### config.mk
export PLATFORM = sky130hd
export DESIGN_NAME = assembly_token_lexer_unit
export DESIGN_NICKNAME = d
export VERILOG_FILES = /design/src/sv/atl_pkg.sv /design/src/sv/atl_lexer_core.sv /design/src/sv/atl_result_fifo.sv /design/src/sv/assembly_token_lexer_unit.sv
export SDC_FILE = /design/constraint.sdc
export NUM_CORES = 1
export LEC_CHECK = 0
export BUFFER_PORTS_ARGS = -buffer_cell sky130_fd_sc_hd__buf_4
export CAP_MARGIN = 20
export CORE_MARGIN = 2
export CORE_UTILIZATION = 25
export CTS_CLUSTER_DIAMETER = 200
export DETAILED_ROUTE_END_ITERATION = 10
export PLACE_DENSITY = 0.45
export SYNTH_ARGS = -nofsm -noshare
export SYNTH_HDL_FRONTEND = slang
export SYNTH_HIERARCHICAL = 1
export SYNTH_SLANG_ARGS = --single-unit
### constraint.sdc
create_clock -name clock -period 12.1 [get_ports clock]
set_input_delay 1.21 -clock clock [delete_from_list [all_inputs] [get_ports clock]]
set_output_delay 1.21 -clock clock [all_outputs]
set_load 0.03 [all_outputs]
### src/sv/atl_pkg.sv
// Shared types, constants and the mnemonic table for the assembly token lexer.
package atl_pkg;

   localparam int POSITION_BITS    = 16;
   localparam int TOKEN_START_BITS = 16;
   localparam int LEN_BITS         = 16;
   localparam int VALUE_BITS       = 31;
   localparam int PREFIX_BYTES     = 5;
   localparam int MNEMONIC_COUNT   = 16;
   localparam int MAX_RESULTS      = 3;
   localparam int RES_CNT_BITS     = 2;
   localparam int FIFO_DEPTH       = 4;
   localparam int FIFO_PTR_BITS    = 2;
   localparam int FIFO_CNT_BITS    = 3;

   localparam logic [LEN_BITS-1:0] LEN_MAX = '1;
   localparam logic [35:0]         INT_TOP = 36'h0_7FFF_FFFF;

   localparam logic [7:0] CH_SPACE   = 8'h20;
   localparam logic [7:0] CH_TAB     = 8'h09;
   localparam logic [7:0] CH_VTAB    = 8'h0B;
   localparam logic [7:0] CH_FFEED   = 8'h0C;
   localparam logic [7:0] CH_CR      = 8'h0D;
   localparam logic [7:0] CH_NEWLINE = 8'h0A;
   localparam logic [7:0] CH_SEMI    = 8'h3B;
   localparam logic [7:0] CH_COMMA   = 8'h2C;
   localparam logic [7:0] CH_COLON   = 8'h3A;
   localparam logic [7:0] CH_UNDER   = 8'h5F;
   localparam logic [7:0] CH_ZERO    = 8'h30;
   localparam logic [7:0] CH_SEVEN   = 8'h37;
   localparam logic [7:0] CH_NINE    = 8'h39;
   localparam logic [7:0] CH_CASE    = 8'h20;
   localparam logic [7:0] CH_LOWER_R = 8'h72;
   localparam logic [7:0] CH_LOWER_V = 8'h76;
   localparam logic [7:0] CH_LOWER_X = 8'h78;

   typedef enum logic [3:0] {
      KIND_INVALID  = 4'd0,
      KIND_OPCODE   = 4'd1,
      KIND_REGISTER = 4'd2,
      KIND_IDENT    = 4'd3,
      KIND_NUMBER   = 4'd4,
      KIND_COMMA    = 4'd5,
      KIND_COLON    = 4'd6,
      KIND_NEWLINE  = 4'd7,
      KIND_EOF      = 4'd8
   } atl_kind_type;

   typedef struct packed {
      logic [7:0] char_code;
      logic       end_of_source;
   } atl_req_type;

   typedef struct packed {
      atl_kind_type                  token_kind;
      logic [3:0]                    opcode_code;
      logic [2:0]                    register_index;
      logic [VALUE_BITS-1:0]         number_value;
      logic [TOKEN_START_BITS-1:0]   token_start;
      logic [LEN_BITS-1:0]           token_length;
      logic                          last_of_run;
   } atl_rsp_type;

   // Items one source byte produces, in order; count says how many are real.
   typedef struct packed {
      logic [RES_CNT_BITS-1:0]         count;
      atl_rsp_type [MAX_RESULTS-1:0]   item;
   } atl_push_type;

   typedef struct packed {
      logic [PREFIX_BYTES-1:0][7:0] text;
      logic [2:0]                   len;
   } atl_mnemonic_type;

   // Text is spelled last letter first so that the first letter lands in byte 0.
   function automatic atl_mnemonic_type mnemonic_entry(input logic [3:0] code);
      atl_mnemonic_type ent;
      case (code)
         4'd0:    begin ent.text = {24'd0, "zj"};  ent.len = 3'd2; end
         4'd1:    begin ent.text = {16'd0, "vom"}; ent.len = 3'd3; end
         4'd2:    begin ent.text = {16'd0, "dda"}; ent.len = 3'd3; end
         4'd3:    begin ent.text = {16'd0, "bus"}; ent.len = 3'd3; end
         4'd4:    begin ent.text = {16'd0, "lum"}; ent.len = 3'd3; end
         4'd5:    begin ent.text = {16'd0, "vid"}; ent.len = 3'd3; end
         4'd6:    begin ent.text = {16'd0, "dom"}; ent.len = 3'd3; end
         4'd7:    begin ent.text = {16'd0, "lhs"}; ent.len = 3'd3; end
         4'd8:    begin ent.text = {16'd0, "rhs"}; ent.len = 3'd3; end
         4'd9:    begin ent.text = {16'd0, "pmc"}; ent.len = 3'd3; end
         4'd10:   begin ent.text = {16'd0, "pmj"}; ent.len = 3'd3; end
         4'd11:   begin ent.text = {16'd0, "znj"}; ent.len = 3'd3; end
         4'd12:   begin ent.text = {16'd0, "ter"}; ent.len = 3'd3; end
         4'd13:   begin ent.text = {8'd0, "daol"}; ent.len = 3'd4; end
         4'd14:   begin ent.text = {8'd0, "llac"}; ent.len = 3'd4; end
         default: begin ent.text = "erots";        ent.len = 3'd5; end
      endcase
      return ent;
   endfunction

endpackage

### src/sv/atl_lexer_core.sv
// Lexer state and the per-byte token logic feeding the result queue.
module atl_lexer_core (
   input  logic                  clock,
   input  logic                  reset,
   input  logic                  step,
   input  atl_pkg::atl_req_type  item,
   output atl_pkg::atl_push_type push
);
   import atl_pkg::*;

   typedef enum logic [2:0] {
      MODE_IDLE,
      MODE_COMMENT,
      MODE_WORD,
      MODE_ZERO,
      MODE_ZERO_X,
      MODE_HEX,
      MODE_OCT,
      MODE_DEC
   } atl_mode_type;

   typedef enum logic [1:0] {
      BASE_OCT,
      BASE_DEC,
      BASE_HEX
   } atl_base_type;

   atl_mode_type                 mode_ff, mode_in;
   logic [PREFIX_BYTES-1:0][7:0] prefix_ff, prefix_in;
   logic [POSITION_BITS-1:0]     tok_begin_ff, tok_begin_in;
   logic [LEN_BITS-1:0]          count_ff, count_in;
   logic [VALUE_BITS-1:0]        acc_ff, acc_in;
   logic                         ovf_ff, ovf_in;
   logic [POSITION_BITS-1:0]     pos_ff, pos_in;
   logic                         eof_sent_ff, eof_sent_in;

   logic [RES_CNT_BITS-1:0]      n;
   logic [7:0]                   c;
   logic                         do_dispatch;
   logic                         take_digit;
   atl_base_type                 digit_base;
   logic [3:0]                   digit_val;
   logic                         hex_ok;
   logic [3:0]                   hex_digit;
   logic [35:0]                  scaled;
   logic [35:0]                  sum;

   function automatic logic is_alpha(input logic [7:0] ch);
      return (ch >= 8'h61 && ch <= 8'h7A) || (ch >= 8'h41 && ch <= 8'h5A);
   endfunction

   function automatic logic is_digit(input logic [7:0] ch);
      return ch >= CH_ZERO && ch <= CH_NINE;
   endfunction

   function automatic logic is_blank(input logic [7:0] ch);
      return ch == CH_SPACE || ch == CH_TAB || ch == CH_VTAB || ch == CH_FFEED ||
             ch == CH_CR;
   endfunction

   function automatic atl_rsp_type make_token(
      input atl_kind_type             kind,
      input logic [VALUE_BITS-1:0]    value,
      input logic [POSITION_BITS-1:0] start,
      input logic [LEN_BITS-1:0]      len
   );
      atl_rsp_type tok;
      tok                = '0;
      tok.token_kind     = kind;
      tok.number_value   = value;
      tok.token_start    = TOKEN_START_BITS'(start);
      tok.token_length   = len;
      return tok;
   endfunction

   function automatic atl_rsp_type word_token(
      input logic [PREFIX_BYTES-1:0][7:0] text,
      input logic [LEN_BITS-1:0]          len,
      input logic [POSITION_BITS-1:0]     start
   );
      atl_rsp_type      tok;
      atl_mnemonic_type ent;
      tok = make_token(KIND_IDENT, '0, start, len);
      if (len == LEN_BITS'(3) && text[0] == CH_LOWER_R && text[1] == CH_LOWER_V &&
          text[2] >= CH_ZERO && text[2] <= CH_SEVEN) begin
         tok.token_kind     = KIND_REGISTER;
         tok.register_index = text[2][2:0];
      end
      // Bytes past the word's length are zero, so a full compare is exact.
      for (int k = 0; k < MNEMONIC_COUNT; k++) begin
         ent = mnemonic_entry(4'(k));
         if (len == LEN_BITS'(ent.len) && text == ent.text) begin
            tok.token_kind  = KIND_OPCODE;
            tok.opcode_code = 4'(k);
         end
      end
      return tok;
   endfunction

   function automatic atl_rsp_type number_token(
      input logic                     ovf,
      input logic [VALUE_BITS-1:0]    value,
      input logic [POSITION_BITS-1:0] start,
      input logic [LEN_BITS-1:0]      len
   );
      atl_rsp_type tok;
      if (ovf) begin
         tok = make_token(KIND_INVALID, '0, start, '0);
      end else begin
         tok = make_token(KIND_NUMBER, value, start, len);
      end
      return tok;
   endfunction

   always_comb begin
      c = item.char_code;
      hex_ok = 1'b1;
      hex_digit = c[3:0];
      if (is_digit(c)) begin
         hex_digit = c[3:0];
      end else if ((c >= 8'h61 && c <= 8'h66) || (c >= 8'h41 && c <= 8'h46)) begin
         hex_digit = c[3:0] + 4'd9;
      end else begin
         hex_ok = 1'b0;
      end
   end

   always_comb begin
      mode_in      = mode_ff;
      prefix_in    = prefix_ff;
      tok_begin_in = tok_begin_ff;
      count_in     = count_ff;
      acc_in       = acc_ff;
      ovf_in       = ovf_ff;
      pos_in       = pos_ff;
      eof_sent_in  = eof_sent_ff;
      n            = '0;
      push         = '0;
      do_dispatch  = 1'b0;
      take_digit   = 1'b0;
      digit_base   = BASE_DEC;
      digit_val    = c[3:0];
      scaled       = '0;
      sum          = '0;

      if (!eof_sent_ff && item.end_of_source) begin
         // Flush whatever is pending, then close the stream.
         case (mode_ff)
            MODE_WORD: begin
               push.item[n] = word_token(prefix_ff, count_ff, tok_begin_ff);
               n = n + 1'b1;
            end
            MODE_ZERO, MODE_HEX, MODE_OCT, MODE_DEC: begin
               push.item[n] = number_token(ovf_ff, acc_ff, tok_begin_ff, count_ff);
               n = n + 1'b1;
            end
            MODE_ZERO_X: begin
               push.item[n] = make_token(KIND_NUMBER, '0, tok_begin_ff, LEN_BITS'(1));
               n = n + 1'b1;
               push.item[n] = word_token({32'd0, CH_LOWER_X}, LEN_BITS'(1),
                                         tok_begin_ff + 1'b1);
               n = n + 1'b1;
            end
            default: begin
            end
         endcase
         mode_in      = MODE_IDLE;
         push.item[n] = make_token(KIND_EOF, '0, pos_ff, '0);
         n            = n + 1'b1;
         eof_sent_in  = 1'b1;
      end else if (!eof_sent_ff) begin
         // A bare "0x": emit the zero, then let the 'x' start a word.
         if (mode_in == MODE_ZERO_X && !hex_ok) begin
            push.item[n] = make_token(KIND_NUMBER, '0, tok_begin_in, LEN_BITS'(1));
            n            = n + 1'b1;
            mode_in      = MODE_WORD;
            tok_begin_in = tok_begin_in + 1'b1;
            count_in     = LEN_BITS'(1);
            prefix_in    = {32'd0, CH_LOWER_X};
         end

         case (mode_in)
            MODE_COMMENT: begin
               if (c == CH_NEWLINE) begin
                  mode_in     = MODE_IDLE;
                  do_dispatch = 1'b1;
               end
            end
            MODE_WORD: begin
               if (is_alpha(c) || is_digit(c) || c == CH_UNDER) begin
                  if (count_in < LEN_BITS'(PREFIX_BYTES)) begin
                     prefix_in[count_in[2:0]] = c | CH_CASE;
                  end
                  if (count_in != LEN_MAX) begin
                     count_in = count_in + 1'b1;
                  end
               end else begin
                  push.item[n] = word_token(prefix_in, count_in, tok_begin_in);
                  n            = n + 1'b1;
                  mode_in      = MODE_IDLE;
                  do_dispatch  = 1'b1;
               end
            end
            MODE_ZERO: begin
               if (c == CH_LOWER_X || c == (CH_LOWER_X & ~CH_CASE)) begin
                  mode_in  = MODE_ZERO_X;
                  count_in = LEN_BITS'(2);
               end else if (c >= CH_ZERO && c <= CH_SEVEN) begin
                  mode_in    = MODE_OCT;
                  take_digit = 1'b1;
                  digit_base = BASE_OCT;
               end else begin
                  push.item[n] = number_token(ovf_in, acc_in, tok_begin_in, count_in);
                  n            = n + 1'b1;
                  mode_in      = MODE_IDLE;
                  do_dispatch  = 1'b1;
               end
            end
            MODE_ZERO_X: begin
               // Only reached with a hex digit here.
               mode_in    = MODE_HEX;
               acc_in     = '0;
               take_digit = 1'b1;
               digit_base = BASE_HEX;
               digit_val  = hex_digit;
            end
            MODE_HEX: begin
               if (hex_ok) begin
                  take_digit = 1'b1;
                  digit_base = BASE_HEX;
                  digit_val  = hex_digit;
               end else begin
                  push.item[n] = number_token(ovf_in, acc_in, tok_begin_in, count_in);
                  n            = n + 1'b1;
                  mode_in      = MODE_IDLE;
                  do_dispatch  = 1'b1;
               end
            end
            MODE_OCT: begin
               if (c >= CH_ZERO && c <= CH_SEVEN) begin
                  take_digit = 1'b1;
                  digit_base = BASE_OCT;
               end else begin
                  push.item[n] = number_token(ovf_in, acc_in, tok_begin_in, count_in);
                  n            = n + 1'b1;
                  mode_in      = MODE_IDLE;
                  do_dispatch  = 1'b1;
               end
            end
            MODE_DEC: begin
               if (is_digit(c)) begin
                  take_digit = 1'b1;
                  digit_base = BASE_DEC;
               end else begin
                  push.item[n] = number_token(ovf_in, acc_in, tok_begin_in, count_in);
                  n            = n + 1'b1;
                  mode_in      = MODE_IDLE;
                  do_dispatch  = 1'b1;
               end
            end
            default: begin
               mode_in     = MODE_IDLE;
               do_dispatch = 1'b1;
            end
         endcase

         if (take_digit) begin
            if (count_in != LEN_MAX) begin
               count_in = count_in + 1'b1;
            end
            if (!ovf_in) begin
               case (digit_base)
                  BASE_OCT: scaled = {2'd0, acc_in, 3'd0};
                  BASE_HEX: scaled = {1'b0, acc_in, 4'd0};
                  default:  scaled = {2'd0, acc_in, 3'd0} + {4'd0, acc_in, 1'b0};
               endcase
               sum = scaled + {32'd0, digit_val};
               // Stop accumulating once past the signed 32-bit top.
               if (sum > INT_TOP) begin
                  ovf_in = 1'b1;
               end else begin
                  acc_in = sum[VALUE_BITS-1:0];
               end
            end
         end

         if (do_dispatch && !is_blank(c)) begin
            if (c == CH_SEMI) begin
               mode_in = MODE_COMMENT;
            end else if (c == CH_COMMA) begin
               push.item[n] = make_token(KIND_COMMA, '0, pos_ff, LEN_BITS'(1));
               n            = n + 1'b1;
            end else if (c == CH_COLON) begin
               push.item[n] = make_token(KIND_COLON, '0, pos_ff, LEN_BITS'(1));
               n            = n + 1'b1;
            end else if (c == CH_NEWLINE) begin
               push.item[n] = make_token(KIND_NEWLINE, '0, pos_ff, LEN_BITS'(1));
               n            = n + 1'b1;
            end else if (is_alpha(c) || c == CH_UNDER) begin
               mode_in      = MODE_WORD;
               tok_begin_in = pos_ff;
               count_in     = LEN_BITS'(1);
               prefix_in    = {32'd0, c | CH_CASE};
            end else if (is_digit(c)) begin
               tok_begin_in = pos_ff;
               count_in     = LEN_BITS'(1);
               acc_in       = {27'd0, c[3:0]};
               ovf_in       = 1'b0;
               mode_in      = (c == CH_ZERO) ? MODE_ZERO : MODE_DEC;
            end else begin
               push.item[n] = make_token(KIND_INVALID, '0, pos_ff, '0);
               n            = n + 1'b1;
            end
         end

         pos_in = pos_ff + 1'b1;
      end

      for (int i = 0; i < MAX_RESULTS; i++) begin
         push.item[i].last_of_run = (RES_CNT_BITS'(i) == n - 1'b1);
      end
      push.count = n;
   end

   always_ff @(posedge clock) begin
      if (reset) begin
         mode_ff      <= MODE_IDLE;
         prefix_ff    <= '0;
         tok_begin_ff <= '0;
         count_ff     <= '0;
         acc_ff       <= '0;
         ovf_ff       <= 1'b0;
         pos_ff       <= '0;
         eof_sent_ff  <= 1'b0;
      end else if (step) begin
         mode_ff      <= mode_in;
         prefix_ff    <= prefix_in;
         tok_begin_ff <= tok_begin_in;
         count_ff     <= count_in;
         acc_ff       <= acc_in;
         ovf_ff       <= ovf_in;
         pos_ff       <= pos_in;
         eof_sent_ff  <= eof_sent_in;
      end
   end

endmodule

### src/sv/atl_result_fifo.sv
// Small result queue: takes up to three items per cycle while room is kept, hands out one while the consumer is ready.
module atl_result_fifo (
   input  logic                  clock,
   input  logic                  reset,
   input  logic                  push_en,
   input  atl_pkg::atl_push_type push,
   output logic                  room,
   output logic                  rsp_valid,
   input  logic                  rsp_ready,
   output atl_pkg::atl_rsp_type  rsp_data
);
   import atl_pkg::*;

   atl_rsp_type              mem_ff [FIFO_DEPTH];
   logic [FIFO_PTR_BITS-1:0] wr_ptr_ff, wr_ptr_in;
   logic [FIFO_PTR_BITS-1:0] rd_ptr_ff, rd_ptr_in;
   logic [FIFO_CNT_BITS-1:0] count_ff, count_in;
   logic                     pop;
   logic [RES_CNT_BITS-1:0]  push_cnt;

   assign rsp_valid = (count_ff != '0);
   assign rsp_data  = mem_ff[rd_ptr_ff];
   assign pop       = rsp_valid && rsp_ready;
   assign push_cnt  = push_en ? push.count : '0;

   // Leave space for a worst-case byte, counting the slot freed this cycle.
   assign room = (count_ff <= FIFO_CNT_BITS'(FIFO_DEPTH - MAX_RESULTS)) ||
                 (pop && count_ff <= FIFO_CNT_BITS'(FIFO_DEPTH - MAX_RESULTS + 1));

   always_comb begin
      wr_ptr_in = wr_ptr_ff + FIFO_PTR_BITS'(push_cnt);
      rd_ptr_in = rd_ptr_ff + FIFO_PTR_BITS'(pop);
      count_in  = count_ff + FIFO_CNT_BITS'(push_cnt) - FIFO_CNT_BITS'(pop);
   end

   always_ff @(posedge clock) begin
      for (int i = 0; i < MAX_RESULTS; i++) begin
         if (RES_CNT_BITS'(i) < push_cnt) begin
            mem_ff[wr_ptr_ff + FIFO_PTR_BITS'(i)] <= push.item[i];
         end
      end
   end

   always_ff @(posedge clock) begin
      if (reset) begin
         wr_ptr_ff <= '0;
         rd_ptr_ff <= '0;
         count_ff  <= '0;
      end else begin
         wr_ptr_ff <= wr_ptr_in;
         rd_ptr_ff <= rd_ptr_in;
         count_ff  <= count_in;
      end
   end

endmodule

### src/sv/assembly_token_lexer_unit.sv
// Top level of the assembly token lexer: input register, lexer core, result queue.
//
// Takes one source byte per item and returns assembler tokens (opcodes, rv0-rv7
// registers, identifiers, numbers, comma, colon, newline, invalid, eof), each
// result flagged last_of_run on the final token a byte produced. A byte is
// accepted every cycle as long as each byte yields at most one token and the
// consumer takes a result every cycle; a byte that yields two or three tokens
// can hold the input back while the queue drains, and the input stalls whenever
// the four-entry result queue cannot take another three-token byte. A byte
// passes through the input register, then its results enter the result queue;
// it waits in the input register while the queue has no room. After the eof
// token every further item is accepted and yields nothing until reset.
module assembly_token_lexer_unit (
   input  logic                 clock,
   input  logic                 reset,
   input  logic                 req_valid,
   output logic                 req_ready,
   input  atl_pkg::atl_req_type req_data,
   output logic                 rsp_valid,
   input  logic                 rsp_ready,
   output atl_pkg::atl_rsp_type rsp_data
);
   import atl_pkg::*;

   logic         in_valid_ff, in_valid_in;
   atl_req_type  in_data_ff;
   logic         room;
   logic         step;
   atl_push_type push;

   assign step      = in_valid_ff && room;
   assign req_ready = !in_valid_ff || step;

   always_comb begin
      in_valid_in = in_valid_ff;
      if (req_valid && req_ready) begin
         in_valid_in = 1'b1;
      end else if (step) begin
         in_valid_in = 1'b0;
      end
   end

   always_ff @(posedge clock) begin
      if (reset) begin
         in_valid_ff <= 1'b0;
      end else begin
         in_valid_ff <= in_valid_in;
      end
   end

   always_ff @(posedge clock) begin
      if (req_valid && req_ready) begin
         in_data_ff <= req_data;
      end
   end

   atl_lexer_core u_core (
      .clock (clock),
      .reset (reset),
      .step  (step),
      .item  (in_data_ff),
      .push  (push)
   );

   atl_result_fifo u_fifo (
      .clock     (clock),
      .reset     (reset),
      .push_en   (step),
      .push      (push),
      .room      (room),
      .rsp_valid (rsp_valid),
      .rsp_ready (rsp_ready),
      .rsp_data  (rsp_data)
   );

endmodule

## After elaboration in Yosys (flattened, before gate mapping)

Memories as Yosys holds them, arrays and structs flattened. A register that Yosys moved wholly into a read port is not among the register bits.
Index checks and enable logic that the tools add are counted.

| storage, ports and cells | value |
|---|---|
| flip-flop bits (word level) | 141 |
| bits in writable memories | 300 |
| input port bits | 13 |
| output and inout bits | 77 |
| word-level logic and storage cells | 699 |
| memories kept | 1 |

| cells by class | value |
|---|---|
| add/subtract/negate cells | 17 |
| $lt $le $gt $ge | 28 |
| eq/ne operators | 134 |
| muxes and demuxes | 401 |
| bitwise gates (word level) | 2 |
| reduce and logical (&&, ||, !) cells | 98 |

Memories:

| name | words | width | read ports | clocked after Yosys merged registers in | wr ports | RTL line | RTL |
|---|---|---|---|---|---|---|---|
| u_fifo.mem_ff | 4 | 75 | 1 | 1 | 3 | atl_result_fifo.sv:14 | `atl_rsp_type mem_ff [FIFO_DEPTH];` |

Operators with widths:

| kind | count |
|---|---|
| $mux 43 | 128 |
| $mux 225 | 17 |
| $bwmux 225 | 10 |
| $mux 75 | 24 |
| $eq 40x40->1 | 32 |
| $pmux 225 s5 | 1 |
| $eq 7x40->1 const A | 16 |
| $eq 16x3->1 | 32 |
| $mux 40 | 12 |
| $demux 75 s2 | 3 |
| $mux 16 | 27 |
| $mux 31 | 13 |
| $mux 6 | 46 |
| $pmux 75 s3 | 1 |
| $mux 74 | 3 |
| $mux 36 | 4 |
| $mux 3 | 26 |
| $logic_and 1x1->1 | 73 |
| $pmux 36 s2 | 1 |
| $add 16x1->16 const B | 4 |
| $eq 8x7->1 const B | 7 |
| $mux 8 | 7 |
| $mux 2 | 25 |
| $eq 1x3->1 const A | 16 |
| other kinds (57) | 152 |

## Logic depth before layout (Yosys ltp)

| logic depth | value |
|---|---|
| word-level depth | 51 |
| gate-level depth with buffers | 31 |
| depth with buffers taken out | 26 |

## Cells and area by module

The synthesis kept the hierarchy.

By module, submodules not included:

| module | times used | cells each | area each (sq um) | sequential area each (sq um) |
|---|---|---|---|---|
| atl_result_fifo | 1 | 1117 | 18555.3 | 9148.8 |
| atl_lexer_core | 1 | 2228 | 15044.4 | 2482.4 |
| assembly_token_lexer_unit | 1 | 15 | 332.8 | 290.3 |

## Least setup slack after synthesis

OpenSTA, ideal clock, no wires.

| timing path | value |
|---|---|
| kind | reg-to-reg |
| start | reg in_data_ff[2] (netlist bit) |
| end | mem u_fifo/mem_ff[2][0] (netlist bit), enable pin |
| setup time | 0.620 ns |
| arrival | 10.352 ns |
| required time | 11.480 ns |
| slack | 1.128 ns |
| stages on the path, launching flop included | 25 |
| path buffers | 5 |
| clock period less this slack | 10.972 ns |
| path through | edfxtp_1 -> clkbuf_1 -> inv_1 -> ha_1 -> or4b_1 -> nand2_1 -> o211ai_1 -> inv_1 -> clkbuf_1 -> clkbuf_1 -> clkbuf_1 -> ha_1 -> nor2b_1 -> a311oi_1 -> a21oi_1 -> nand2_1 -> o21ai_0 -> ha_1 -> a211o_1 -> a21o_1 -> inv_1 -> buf_2 -> o21a_1 -> nor2_1 -> a211oi_1 |

RTL lines:

| what | RTL line | RTL |
|---|---|---|
| start, declared | assembly_token_lexer_unit.sv:26 | `atl_req_type in_data_ff;` |
| start signal, assigned | assembly_token_lexer_unit.sv:53 | `in_data_ff <= req_data;` |
| end, declared | atl_result_fifo.sv:14 |  |

## Worst setup path in the final report

| timing path | value |
|---|---|
| start | reg in_data_ff[1] (netlist bit) |
| end | reg u_core.acc_ff[4] |

| on the way | value |
|---|---|
| cells in the longest elaborated chain, start to end | 32 |
| elaborated cells between the ends (all ways) | 105 |
| classes of those cells | add/sub: 3; order compare: 10; eq/ne: 20; mux: 51; reduce/logical: 21 |

Ends and longest elaborated chain:

| what | RTL line | RTL |
|---|---|---|
| $ge 8x7->1 / $le 8x7->1 (equally long branches) | atl_lexer_core.sv:49, atl_lexer_core.sv:121 |  |
| $logic_and 1x1->1 | atl_lexer_core.sv:121 | `end else if ((c >= 8'h61 && c <= 8'h66) \|\| (c >= 8'h41 && c <= 8'h46)) begin` |
| $logic_or 1x1->1 | atl_lexer_core.sv:121 |  |
| $mux 1 | atl_lexer_core.sv:121 |  |
| $mux 1 | atl_lexer_core.sv:119 | `if (is_digit(c)) begin` |
| $logic_not 1->1 | atl_lexer_core.sv:173 | `if (mode_in == MODE_ZERO_X && !hex_ok) begin` |
| $logic_and 1x1->1 | atl_lexer_core.sv:173 |  |
| $mux 3 | atl_lexer_core.sv:173 |  |
| [... 16 more ...] | -- |  |
| $mux 31 | atl_lexer_core.sv:267 | `if (take_digit) begin` |
| $mux 31 | atl_lexer_core.sv:304 | `end else if (is_digit(c)) begin` |
| $mux 31 | atl_lexer_core.sv:299 | `end else if (is_alpha(c) \|\| c == CH_UNDER) begin` |
| $mux 31 | atl_lexer_core.sv:296 | `end else if (c == CH_NEWLINE) begin` |
| $mux 31 | atl_lexer_core.sv:293 | `end else if (c == CH_COLON) begin` |
| $mux 31 | atl_lexer_core.sv:290 | `end else if (c == CH_COMMA) begin` |
| $mux 31 | atl_lexer_core.sv:288 | `if (c == CH_SEMI) begin` |
| $mux 31 (*) | atl_lexer_core.sv:287 | `if (do_dispatch && !is_blank(c)) begin` |
| end signal, assigned | atl_lexer_core.sv:340 | `acc_ff <= acc_in;` |
| end, declared | atl_lexer_core.sv:32 | `logic [VALUE_BITS-1:0] acc_ff, acc_in;` |

Mark *: on every way between the ends. The rest lies on a longest branch, timed or not. The select of a mux whose other input is x is not followed.
A chain may end at the register's enable or synchronous reset.

==> impl_metrics.env <==
export IMPL_yosys_area_share_simple_pct=14.9
export IMPL_initialDrtViolationCount=1786
export IMPL_io_buffer_count=89
export IMPL_synth_edf_count=309
export IMPL_n_antenna_cell=0
export IMPL_overflow=0
export IMPL_arrival_ns=8.78
export IMPL_synthArstFlopShare_pct=0
export IMPL_cp_max_fo=21
export IMPL_dr_max_layer_used="met4"
export IMPL_drtPass1Iterations=6
export IMPL_path_clk_slew_ns=0.06
export IMPL_initial_core_util_pct=25.1
export IMPL_io_pins=90
export IMPL_synth_area_leaders="edfxtp_1 (27%), mux2_2 (18%), dfxtp_1 (7.8%), mux4_2 (5.0%), buf_4 (2.5%)"
export IMPL_synthAdderAreaFrac_pct=1.37
export IMPL_slew_headroom_pct=22.3
export IMPL_setup_viol=0
export IMPL_grt_util_all_layers_pct=16.0
export IMPL_max_freq_ghz=0.122
export IMPL_crit_path_start_kind="flop"
export IMPL_powerDensity_mw_per_mm2=120
export IMPL_hold_viol_final=0
export IMPL_numCtsBuffers=52
export IMPL_grt_setup_unrepaired="false"
export IMPL_synth_cell_types=107
export IMPL_ys_warn_count=6
export IMPL_seqCellArea_mm2=0.0119
export IMPL_synthToLayoutAreaGrowth_pct=11.0
export IMPL_drv_cap=0
export IMPL_synth_top_family_by_area="multiplexers"
export IMPL_vias=26570
export IMPL_wl_per_cell_um=22.2
export IMPL_wl_met2_um=54300
export IMPL_cts_sinks=441
export IMPL_fin_crit_sh_pct=67.8
export IMPL_hold_class="reg -> reg"
export IMPL_final_area_mm2=0.0377
export IMPL_syn_area_mm2=0.0339
export IMPL_dieArea_mm2=0.139
export IMPL_place_inst=5030
export IMPL_end_kind="flop"
export IMPL_cts_tree="done"
export IMPL_final_antenna_net_count=0
export IMPL_ys_ff_latch=441
export IMPL_multiInputGateArea_mm2=0.0203
export IMPL_cts_setup_buffers=0
export IMPL_drive_gt1_share_pct=29.1
export IMPL_antenna_found_initial=3
export IMPL_clockBufferDepth=3
export IMPL_grt_pass1_vias=26142
export IMPL_avgViaCountPerCell=5.18
export IMPL_grt_max_degree=50
export IMPL_final_util_pct=27.9
export IMPL_hold_slack_ns=0.485
export IMPL_netlist_instances=3360
export IMPL_nNetsFinal=3355
export IMPL_hpwl_um=73700
export IMPL_wl_met3_um=4350
export IMPL_met1_length_um=52500
export IMPL_cts_resized=0
export IMPL_cts_hold_buf=0
export IMPL_gp_congestion=0.871
export IMPL_path_class="reg -> reg"
export IMPL_synth_compound_gate_area_share_pct=13.2
export IMPL_worstSkewPairLatency_ns=0.64
export IMPL_fill_cells=14265
export IMPL_period_minus_slack_ns=8.20
export IMPL_synth_ff_type="edfxtp_1"
export IMPL_core_region_area_mm2=0.135
export IMPL_outcome="finished, final reports clean"
export IMPL_synth_largest_area_cell="edfxtp_1"
export IMPL_synth_mux_area_share_pct=26.5
export IMPL_grt_pass1_wl_um=171000
export IMPL_slew_viol_final=0
export IMPL_placed_cell_area_mm2=0.0359
export IMPL_final_common_cell="mux2_2"
export IMPL_avgSynthCellArea_um2=10.1
export IMPL_p_leak_nw=13.9
export IMPL_fin_tns_setup_ns=0
export IMPL_die_y_um=372
export IMPL_synth_xor_area_share_pct=2.58
export IMPL_clock_skew_ns=0.0336
export IMPL_synth_top_cell_area_share_pct=27.3
export IMPL_layout_common_cells="mux2_2 (553), edfxtp_1 (309), nand2_1 (215)"
export IMPL_routed_wl_um=114000
export IMPL_drc=0
export IMPL_cts_root_buffer="clkbuf_16"
export IMPL_ys_seq_area_share_pct=35.1
export IMPL_ir_drop_v=0.000114
export IMPL_htreeDepth=2
export IMPL_die_w_um=372
export IMPL_num_rows=135
export IMPL_worstPathRequired_ns=12.68
export IMPL_worstMarginPinSlew_ns=1.17
export IMPL_final_cells=5129
==> critical path, stage by stage (launching register included) <==
cell      delay, ns
edfxtp_1       0.59
inv_1          0.22
ha_1           0.31
o21bai_1       0.15
a21oi_1        0.35
inv_1          0.23
o21ai_2        0.25
nand2_1        0.51
nand2_1        0.26
inv_1          0.08
ha_1           0.27
ha_1           0.25
a21oi_2        0.25
a211oi_1       0.18
o22ai_1        0.34
nor2_1         0.11
o31a_1         0.30
a2111o_1       0.37
a211o_1        0.39
or4_4          0.60
nor4_4         0.37
mux2i_2        0.65
and2_1         0.84
a32o_1         0.27
==> power by group <==
| group | internal [mW] | switching, mW | total, mW |
|---|---|---|---|
| registers | 1.69 | 0.0687 | 1.76 |
| clock network | 0.993 | 0.689 | 1.68 |
| logic | 0.417 | 0.649 | 1.07 |
| total | 3.10 | 1.41 | 4.51 |
==> cell usage after synthesis, types with 33 or more instances <==
| cell | instances |
|---|---|
| clkbuf_1 | 151 |
| buf_1 | 46 |
| and2_1 | 78 |
| mux4_2 | 75 |
| buf_4 | 114 |
| edfxtp_1 | 309 |
| dfxtp_1 | 132 |
| nor2b_1 | 38 |
| mux2_4 | 50 |
| xnor2_1 | 71 |
| nor2_1 | 216 |
| a21oi_1 | 170 |
| a22oi_1 | 40 |
| nand3_1 | 87 |
| o22ai_1 | 55 |
| inv_1 | 52 |
| o21ai_0 | 117 |
| nand2_1 | 216 |
| and3_1 | 52 |
| ha_1 | 34 |
| nor3_1 | 86 |
| buf_2 | 52 |
| nand4_1 | 33 |
| mux2_2 | 553 |
==> layout make-up <==
type | count | area share (%)
multi-input cells | 2600 | 54.0
flip-flops and latches | 441 | 31.7
well taps | 1781 | 5.92
clock buffers | 67 | 3.66
repair buffers | 156 | 3.18
clock inverters | 29 | 1.01
inverters | 55 | 0.548
==> metrics by stage <==
step	setup WS [ns]	total power, mW
floorplan	1.13	2.51
global placement	4.09	2.86
detailed placement	3.97	2.86
CTS	3.96	4.57
global route	3.39	4.69
finish	3.90	4.51
==> metal layers <==
metal	vias to the layer above	GRT usage, %
met5	-	0
met4	0	4.33
met3	154	1.65
met2	694	27.0
met1	13288	21.8
li1	12434	-
==> logic make-up (layout without fill, tap and decap cells) <==
logic type                 after synthesis  count (layout)
buffers and inverters                  424             307
xor gates and xnor gates               100             100
AOI/OAI and AO/OA                      671             671
other                                    1             106
and+or+nand+nor                        976             976
muxes                                  711             711
DFF                                    441             441
adders and majority gates               36              36
==> sequential cells by signal, indices dropped and copies added, names as in the netlist <==
signal               flops
in_data_ff               9
in_valid_ff              1
u_core/acc_ff           31
u_core/count_ff         16
u_core/eof_sent_ff       1
u_core/mode_ff           3
u_core/ovf_ff            1
u_core/pos_ff           16
u_core/prefix_ff        40
u_core/tok_begin_ff     16
u_fifo/count_ff          3
u_fifo/mem_ff          300
u_fifo/rd_ptr_ff         2
u_fifo/wr_ptr_ff         2
==> path summary, 6_finish.rpt <==
check	from	end	slack, ns	cells after the start
setup reg to reg	in_data_ff[1]	u_core/acc_ff[4]	3.90	23
hold reg to reg	u_core/prefix_ff[36]	u_core/prefix_ff[36]	0.48	2
setup / recovery	in_data_ff[1]	u_core/acc_ff[4]	3.90	23
hold / removal	u_core/prefix_ff[36]	u_core/prefix_ff[36]	0.48	2
(Power assumes the default switching activity.)
